### src/dlml_pkg.sv
`timescale 1ns / 1ps
package dlml_pkg;

    localparam int MAX_MATCH  = 256;
    localparam int MAX_GROUPS = 16;
    localparam int MAX_SUB    = 16;

    // input item kinds
    localparam logic [2:0] K_DATA    = 3'd0;
    localparam logic [2:0] K_EOI     = 3'd1;
    localparam logic [2:0] K_RESET   = 3'd2;
    localparam logic [2:0] K_LD_TRAN = 3'd3;
    localparam logic [2:0] K_LD_INFO = 3'd4;
    localparam logic [2:0] K_SET_OFS = 3'd5;

    // result status codes
    localparam logic [1:0] ST_CONT  = 2'd0;
    localparam logic [1:0] ST_MATCH = 2'd1;
    localparam logic [1:0] ST_ERROR = 2'd2;
    localparam logic [1:0] ST_GROUP = 2'd3;

    // configuration register indexes
    localparam logic [1:0] CFG_LIMIT = 2'd0;
    localparam logic [1:0] CFG_INCR  = 2'd1;
    localparam logic [1:0] CFG_GCNT  = 2'd2;

    typedef struct packed {
        logic        accept;
        logic        final_f;
        logic [15:0] open_m;
        logic [15:0] close_m;
        logic [3:0]  first;
        logic [4:0]  count;
    } t_info;

    // command word to the group unit
    typedef struct packed {
        logic       clear;
        logic       apply;
        logic       trim;
        logic [15:0] open_m;
        logic [15:0] close_m;
        logic [8:0] pos;
    } t_grp_cmd;

    typedef struct packed {
        logic [1:0]  status;
        logic [7:0]  accept_state;
        logic [31:0] match_offset;
        logic [8:0]  match_length;
        logic [3:0]  group_index;
        logic        group_present;
        logic [7:0]  group_offset;
        logic [8:0]  group_length;
        logic [31:0] resume_offset;
        logic        last;
    } t_rec;

endpackage

### src/dlml_groups.sv
`timescale 1ns / 1ps
module dlml_groups (
    input  logic               i_clk,
    input  logic               i_rst_n,
    input  dlml_pkg::t_grp_cmd i_cmd,
    input  logic [4:0]         i_active,
    input  logic [4:0]         i_rd_idx,
    output logic               o_present,
    output logic [7:0]         o_offset,
    output logic [8:0]         o_length
);
    import dlml_pkg::*;

    logic [MAX_GROUPS-1:0] r_valid;
    logic [8:0]            r_start [MAX_GROUPS];
    logic [8:0]            r_end   [MAX_GROUPS];

    // update every group slot in parallel
    always_ff @(posedge i_clk) begin
        if (!i_rst_n) begin
            r_valid <= '0;
        end else begin
            for (int g = 0; g < MAX_GROUPS; g++) begin
                if (i_cmd.clear) begin
                    r_valid[g] <= 1'b0;
                    r_start[g] <= '0;
                    r_end[g]   <= '0;
                end else if (5'(g) < i_active) begin
                    if (i_cmd.apply) begin
                        if (i_cmd.open_m[g]) begin
                            r_valid[g] <= 1'b1;
                            r_start[g] <= i_cmd.pos;
                        end
                        if (i_cmd.open_m[g] || i_cmd.close_m[g])
                            r_end[g] <= i_cmd.pos;
                    end else if (i_cmd.trim && r_valid[g]) begin
                        if (r_start[g] >= i_cmd.pos)
                            r_valid[g] <= 1'b0;
                        else if (r_end[g] > i_cmd.pos)
                            r_end[g] <= i_cmd.pos;
                    end
                end
            end
        end
    end

    // report one group
    logic [3:0] w_idx;
    assign w_idx     = i_rd_idx[3:0];
    assign o_present = (i_rd_idx < i_active) && r_valid[w_idx] && (r_end[w_idx] > r_start[w_idx]);
    assign o_offset  = o_present ? r_start[w_idx][7:0] : 8'd0;
    assign o_length  = o_present ? (r_end[w_idx] - r_start[w_idx]) : 9'd0;

endmodule

### config.mk
export PLATFORM = sky130hd
export DESIGN_NAME = dlml_groups
export DESIGN_NICKNAME = d
export VERILOG_FILES = /design/src/dlml_pkg.sv /design/src/dlml_groups.sv
export SDC_FILE = /design/constraint.sdc
export NUM_CORES = 1
export LEC_CHECK = 0
export BUFFER_PORTS_ARGS = -buffer_cell sky130_fd_sc_hd__buf_2
export CORE_UTILIZATION = 50
export DETAILED_ROUTE_END_ITERATION = 16
export PLACE_DENSITY = 0.71
export SLEW_MARGIN = 30
export SYNTH_ARGS = -nofsm -noshare
export SYNTH_HDL_FRONTEND = slang
export SYNTH_SLANG_ARGS = --single-unit
### constraint.sdc
create_clock -name i_clk -period 3.7 [get_ports i_clk]
set_input_delay 0.37 -clock i_clk [delete_from_list [all_inputs] [get_ports i_clk]]
set_output_delay 0.37 -clock i_clk [all_outputs]
set_load 0.02 [all_outputs]
Yosys cells after proc, flatten, opt, wreduce, memory -nomap -nowiden
Memory sizes are Yosys's and may differ from the RTL's.
Cells that the tools add are included.
Storage, ports and cells
  memories kept: 2
  bits in writable memories: 288
  logic and storage cells: 657
  bits in registers: 16
  bits of input ports: 56
  output and inout bits: 18
Operators by class
  reduce and logical (&&, ||, !) cells: 83
  order comparisons: 51
  mux-type cells: 439
  equal/unequal tests: 16
  bitwise gates (word level): 49
  $add $sub $neg: 1
Memory list
  r_end: depth 16, width 9, rd ports 17, clocked after Yosys merged registers in 0, wr ports 16, line dlml_groups.sv:16  | logic [8:0] r_end [MAX_GROUPS];
  r_start: depth 16, width 9, rd ports 17, clocked after Yosys merged registers in 0, wr ports 16, line dlml_groups.sv:15  | logic [8:0] r_start [MAX_GROUPS];
Operators with widths (number)
  two-way mux 9 bit: 49
  two-way mux 1 bit: 388
  greater-than comparator 9 bit: 17
  greater-or-equal comparator 9 bit: 16
  AND reduction 4 bit: 16
  nonzero test 2 bit: 32
  OR 1 bit: 48
  < comparator 4 x 5 -> 1 bit, first input constant: 8
  != test 2 bit, second input constant: 16
  < comparator 3 x 5 -> 1 bit, first input constant: 4
  logical AND 1 bit: 18
  logical OR 1 bit: 16
  < comparator 1 x 5 -> 1 bit, first input constant: 2
  < comparator 2 x 5 -> 1 bit, first input constant: 2
  subtractor 9 bit: 1
  two-way mux 8 bit: 1
  < comparator 4 x 5 -> 1 bit, second input constant: 1
  < comparator 5 bit: 1
  binary-select mux 1 bit (select 4 bit): 1
  OR reduction 2 bit: 1
  inverter 1 bit: 1

Logic depth before layout (Yosys ltp)
Gate-level depths: netlist of the first run.
  depth in word-level cells: 10
  gate-level depth with buffers: 16
  gate-level depth less buffers: 12

Worst setup path after synthesis of the first run
No wires, ideal clock.
  kind: input -> output
  start point: in i_rd_idx[1]
  end point: out o_length[1]
  data arrival time: 3540 ps
  path buffers: 4
  required time: 3330 ps
  setup slack: -210 ps
  cell stages on the path: 13
  path through: buf_2 -> buf_1 -> buf_2 -> mux4_2 -> mux4_2 -> ha_1 -> a21oi_1 -> nor2_1 -> nor3_1 -> nor2_1 -> o2111a_1 -> buf_2 -> and2_1
On the way
  longest elaborated chain between the ends: 5
  elaborated cells between the ends (all ways): 10
  those cells by class: add/sub (1); order compare (2); mux (3); reduce/logical (2); memory (2)
Ends and longest elaborated chain
  start: declaration: line dlml_groups.sv:7  | input logic [4:0] i_rd_idx,
  branches (longest 3 deep; another with memory (16 x 9 bit))
  logical AND 1 bit (*): line dlml_groups.sv:50  | assign o_present = (i_rd_idx < i_active) && r_valid[w_idx] && (r_end[w_idx] > r_start[w_idx]);
  via o_present: line dlml_groups.sv:8  | output logic o_present,
  two-way mux 9 bit (*): line dlml_groups.sv:52  | assign o_length = o_present ? (r_end[w_idx] - r_start[w_idx]) : 9'd0;
  end: declaration: line dlml_groups.sv:10  | output logic [8:0] o_length
Mark *: on every way through the listed nets, which the timed path passes. The select of a mux whose other input is x is not followed.

==> impl_metrics.ini, run 1 <==
[run_status]
status = complete, but fails checks
violations = setup timing

[floorplan]
die_h_um = 207
start_util_pct = 51.2
io_pins = 74
rows = 74
die_w_um = 207
coreArea_um2 = 41200
die-area_um2 = 43000

[detailed_routing]
viasPerCell = 6.68
routed_wl_mm = 71.7
drt-pass1-iter-count = 6
drt-initial-drc-count = 2208
num_vias = 16600
wire_per_inst_um = 28.8
ant_nets = 0
drc_errors = 0

[timing]
hold_viol = 0
setup_viol = 18
rsz0062_at_grt = true
setup_tns_ns = -4.96
slew_headroom_pct = 36.7
min_period_ns = 4.18
max_freq_mhz = 239
skew_ns = 0.0240
setup_ws_ns = -0.478
fin_hold_ws_ns = 0.202
tightestPinTransition_ns = 0.939
fin_crit_sh_pct = 113
slew_violations = 0

[critical_path]
r2r-end = r_end[10][4]
cp-start-kind = flop
cp-startpoint = r_end[13][0]
r2r_slack_ns = 0.36
setup.worst_path.end_class = output pin
crit-reg2reg-launch = r_start[10][4]
reg2regPathDepth = 7
crit_fanout = 3
criticalPathCategory = flop to output pin
cp-endpoint = o_length[6]
critPathRequiredTime_ns = 3.33
arrival_ns = 3.81

[placement]
dpl.cell_count = 2421
place_hpwl_mm = 53.4
place_area_um2 = 22800
port_buffers = 73
gp_congestion = 1.00

[layout]
post_layout_nonfiller_instances = 2491
finalNetCount = 2290
drive_above_1_share_pct = 20.7
fillCellCount = 3247
syn2layout_area_growth_pct = 14.9
fin_util_pct = 58.8
final_area_um2 = 24200

[power_and_ir_drop]
p_seq_share_pct = 43.4
combPwrFrac_pct = 19.4
clockPowerShare_pct = 37.1
net-switching-power_mw = 2.75
vdd_drop_max_mv = 0.324
swShare_pct = 28.7
p_int_mw = 6.83
power.leakage_nw = 9.93
power_per_cell_area_nw_per_um2 = 395

[grt]
use_met1_pct = 46.6
grt_use_met3_pct = 6.99
grt-ovfl-total = 0
top_usage_layer = met2
antenna_found_initial = 4
met2_usage_pct = 50.8
grt_max_degree = 26
grt_usage_pct = 33.3
grt_pass1_vias = 16000
grt_pass1_wl_mm = 105

[yosys]
synth_cells = 1767
netlist_area_um2 = 21100
async_flop_share_pct = 0
yosysSeqAreaShare_pct = 42.5
avgSynthCellArea_um2 = 11.9
synth-edff-count = 288
synth_top_area_share_pct = 41.0
ys_warn_count = 0
ys_top_cells_by_count = ha_1, edfxtp_1, and2_1, nor2_1, mux4_2
synth_flop_cell = edfxtp_1
synth_area_leaders = edfxtp_1, ha_1, mux4_2
synth_nets = 2125
ys_ff_latch = 304
synth_most_common_cell = ha_1
synth_cell_types = 74
synth_area_leader_cell = edfxtp_1

[clock_network]
clkTransAtPathRegs_ns = 0.06
cts_buffer_depth = 3
cts.hold.buffers_added = 0
clock_latency_ns = 0.55
cts_tree = built
cts_max_level = 2
cts_made_buffers = 35
cts_root_buffer = clkbuf_16
cts.sinks = 304

[job]
drv_cap = 0

[hold_path]
holdPathStages = 2
hold_path.class = input port to flop
[logic make-up (layout without fill, tap and decap cells)]
kind of cell	Yosys count	count (layout)	synth area share [%]
fa+ha+maj	302	302	17.9
mux	95	95	10.4
simple gates	599	599	15.5
xor+xnor	6	6	0.249
other cells	0	1	0
flops	304	304	42.5
compound gates	320	320	10.3
buf+inv	141	332	3.11
[worst min-delay path by stage]
stage	start	to	slack, ns
global route	i_cmd[35]	r_valid[10]	0.21
CTS	i_cmd[26]	r_valid[1]	0.19
floorplan	r_valid[10]	r_valid[10]	0.46
detailed placement	r_valid[12]	r_valid[12]	0.51
finish	i_cmd[27]	r_start[2][0]	0.20
global placement	r_valid[7]	r_valid[7]	0.49
[registers in the layout, indices dropped and copies added (netlist names)]
| register | cells |
|---|---|
| r_end | 144 |
| r_valid | 16 |
| r_start | 144 |
[repair_timing]
| item | in CTS | in global routing |
|---|---|---|
| cloned | 0 | 1 |
| buffers inserted | 5 | 2 |
| pin swaps | 13 | 18 |
| gates resized for setup | 23 | 67 |
| setup endpoints to repair | 18 | 18 |
[layout make-up]
cell class,instances,area (um^2),share of cell area (%)
tap,532,666,2.75
timing repair buffer,203,1610,6.64
sequential,304,8970,37.0
antenna,1,2.50,0.0103
multi-input combinational,1322,11600,47.9
clock buffer,41,920,3.79
clock inverter,22,230,0.950
inverter,66,248,1.02
[layer usage]
metal / share of wire [%] / vias up
met5: 0.033 / -
met4: 4.2 / 4
met3: 13 / 206
met2: 44 / 1119
met1: 39 / 8158
li1: - / 7148
[per-stage QoR]
step / worst slack, ns / power, mW
after floorplan: -0.00985 / 5.15
after global placement: -0.256 / 5.88
after detailed placement: -0.287 / 5.95
after CTS: -0.440 / 9.49
after global routing: -0.538 / 9.87
final: -0.478 / 9.58
[worst max-delay path, cell delays in order (launching register included)]
cell	delay, ns
edfxtp_1	0.48
mux4_2	0.50
mux4_2	0.52
inv_2	0.09
ha_4	0.13
inv_2	0.04
fa_2	0.35
a21o_1	0.17
a21oi_2	0.20
o21bai_1	0.10
a21oi_1	0.16
xnor2_1	0.21
and2_4	0.21
buf_6	0.11
[layout by cell type, fill, tap and decap left out, drive strengths merged, types with 4 or more instances in the layout]
cell     Yosys  routed
o311ai       5       5
edfxtp     288     288
o21ai       56      56
nand2       63      63
nand2b      26      26
o21bai      12      12
o21a         8       8
a21o        26      26
dfxtp       16      16
a211o        9       9
xnor2        4       4
o31ai        8       8
nor2b       26      26
or2          4       4
nor3        31      31
nor3b        4       4
ha         301     301
o211ai      18      18
and2       233     233
buf         28     203
mux4        94      94
inv         57      64
nand3       48      48
a2111oi      6       6
nand4       32      32
bufinv       0       4
a31oi       29      29
a211oi      28      28
a41oi        7       7
clkbuf      47      41
clkinv       9      17
a21oi       74      74
nor2       100     100
and3        20      20
[power by group through the flow]
stage / logic (mW) / registers (mW) / clock network (mW)
final: 1.86 / 4.16 / 3.56
after global routing: 2.00 / 4.16 / 3.71
after CTS: 1.78 / 4.14 / 3.57
after detailed placement: 1.73 / 4.22 / 0
after global placement: 1.66 / 4.22 / 0
after floorplan: 1.06 / 4.09 / 0
No activity file was read; power rests on OpenSTA's default activity.
==> inputs of run 2 (changes only) <==
==> constraint.sdc (replaced) <==
create_clock -name i_clk -period 3.7 [get_ports i_clk]
set_input_delay 0.185 -clock i_clk [delete_from_list [all_inputs] [get_ports i_clk]]
set_output_delay 0.185 -clock i_clk [all_outputs]
set_load 0.02 [all_outputs]
==> impl_metrics.ini, run 2 (synthesized netlist as in run 1, its figures left out) <==
[run_status]
status = complete, but fails checks
violations = setup timing

[grt]
antenna_found_initial = 5
grt_pass1_wl_mm = 104
grt-ovfl-total = 0
grt_usage_pct = 33.5
grt_max_degree = 37
grt_pass1_vias = 15700

[timing]
skew_ns = 0.0264
hold_viol = 0
rsz0062_at_grt = true
slew_headroom_pct = 27.3
setup_viol = 18
tightestPinTransition_ns = 1.08
max_freq_mhz = 254
slew_violations = 0
min_period_ns = 3.93
setup_ws_ns = -0.235
fin_crit_sh_pct = 106
fin_hold_ws_ns = 0.0265

[layout]
fin_util_pct = 58.3
finalNetCount = 2275
register_area_um2 = 8970
syn2layout_area_growth_pct = 13.9
final_area_um2 = 24000
final_cell_mix = ha_1, edfxtp_1, and2_1, nor2_1, buf_4
drive_above_1_share_pct = 18.6
fillCellCount = 3292
final_common_cell = ha_1
multiInputGateArea_um2 = 11500
reg_top3 = r_end: 144 flops, r_start: 144 flops, r_valid: 16 flops

[clock_network]
cts_buffer_depth = 3
cts_root_buffer = clkbuf_16
clkTransAtPathRegs_ns = 0.06
clock_latency_ns = 0.58
cts_tree = built
cts_made_buffers = 37
cts_max_level = 2
cts.sinks = 304

[floorplan]
die-area_um2 = 43000
die_w_um = 207
rows = 74
io_pins = 74
coreArea_um2 = 41200
die_h_um = 207
start_util_pct = 51.2

[detailed_routing]
drt-pass1-iter-count = 5
wire_per_inst_um = 29.0
num_vias = 16500
ant_nets = 0
drt-initial-drc-count = 1858
drc_errors = 0
routed_wl_mm = 71.9
viasPerCell = 6.66

[hold_path]
holdPathStages = 3
hold_path.class = input port to flop

[placement]
place_ws_ns = -0.00324
port_buffers = 73
place_hpwl_mm = 53.9
gp_congestion = 1.01
place_area_um2 = 22600

[critical_path]
criticalPathCategory = flop to output pin
slowest_delay_ns = 0.53
crit_slowest_cell = mux4_2
cp_cell_sequence = mux4_2, mux4_2, ha_1, nand3_1, buf_4, nor4_1, a211oi_1, o2111a_1, buf_12, and2_1, buf_4
arrival_ns = 3.75
crit-reg2reg-launch = r_start[10][4]
cp-start-kind = flop
r2r_slack_ns = 0.25
crit_fanout = 18
reg2regPathDepth = 7
critPathRequiredTime_ns = 3.51
setup.worst_path.end_class = output pin
r2r-end = r_end[10][5]
cp-startpoint = r_end[14][2]
cp-endpoint = o_offset[6]

[power_and_ir_drop]
vdd_drop_max_mv = 0.410
power.leakage_nw = 9.86
power_per_cell_area_nw_per_um2 = 402

[job]
drv_cap = 0
==> run 2: per-stage QoR <==
| stage | setup TNS (ns) | cells | power (mW) |
|---|---|---|---|
| after global routing | -4.06 | 2480 | 9.95 |
| after CTS | -2.44 | 2473 | 9.61 |
| after detailed placement | -0.00324 | 2395 | 5.90 |
| after global placement | 0 | 2395 | 5.86 |
| final | -2.82 | 2480 | 9.65 |
| after floorplan | 0 | 1767 | 5.14 |
==> run 2: timing repair <==
| action | in CTS | in global routing |
|---|---|---|
| buffers inserted | 6 | 5 |
| hold buffers | 4 | 0 |
| endpoints found under the setup margin | 18 | 18 |
| pin swaps | 12 | 10 |
| endpoints found under the hold margin | 4 | 0 |
| resized for setup | 20 | 11 |
==> run 2: how the worst min path moves through the flow <==
stage | endpoint | slack, ns | from
after floorplan | r_start[0][8] | 0.38 | i_cmd[8]
after global placement | r_valid[3] | 0.51 | r_valid[3]
after detailed placement | r_valid[3] | 0.53 | r_valid[3]
after CTS | r_valid[10] | 0.002 | i_cmd[35]
after global routing | r_valid[4] | 0.04 | i_cmd[29]
final | r_valid[10] | 0.03 | i_cmd[35]
==> run 2: where the power goes <==
group	total, mW	switching [mW]	internal (mW)
sequential	4.15	0.185	3.97
clock	3.71	1.54	2.16
combinational	1.80	1.05	0.749
total	9.65	2.78	6.88
==> run 2: layout make-up <==
cell class	count	area share, %
clock buffer	45	4.02
multi-input combinational	1322	47.9
tap	532	2.77
timing repair buffer	186	5.85
antenna	2	0.0208
clock inverter	23	1.06
inverter	66	1.03
sequential	304	37.3
==> run 2: metal layers <==
layer	track usage, %	part of all wire, %
met1	47.7	41
met2	49.5	43
met3	7.56	11
met4	13.4	4.2
met5	0	0
==> run 2: critical path: cells and delay by family (launching register included) <==
| kind | cells | cell delay, ns |
|---|---|---|
| multiplexers | 2 | 1.06 |
| AO/OA/AOI/OAI | 2 | 0.47 |
| buffers and inverters | 3 | 0.46 |
| flip-flops | 1 | 0.44 |
| AND/OR/NAND/NOR | 3 | 0.39 |
| adder cells (fa/ha/maj) | 1 | 0.36 |
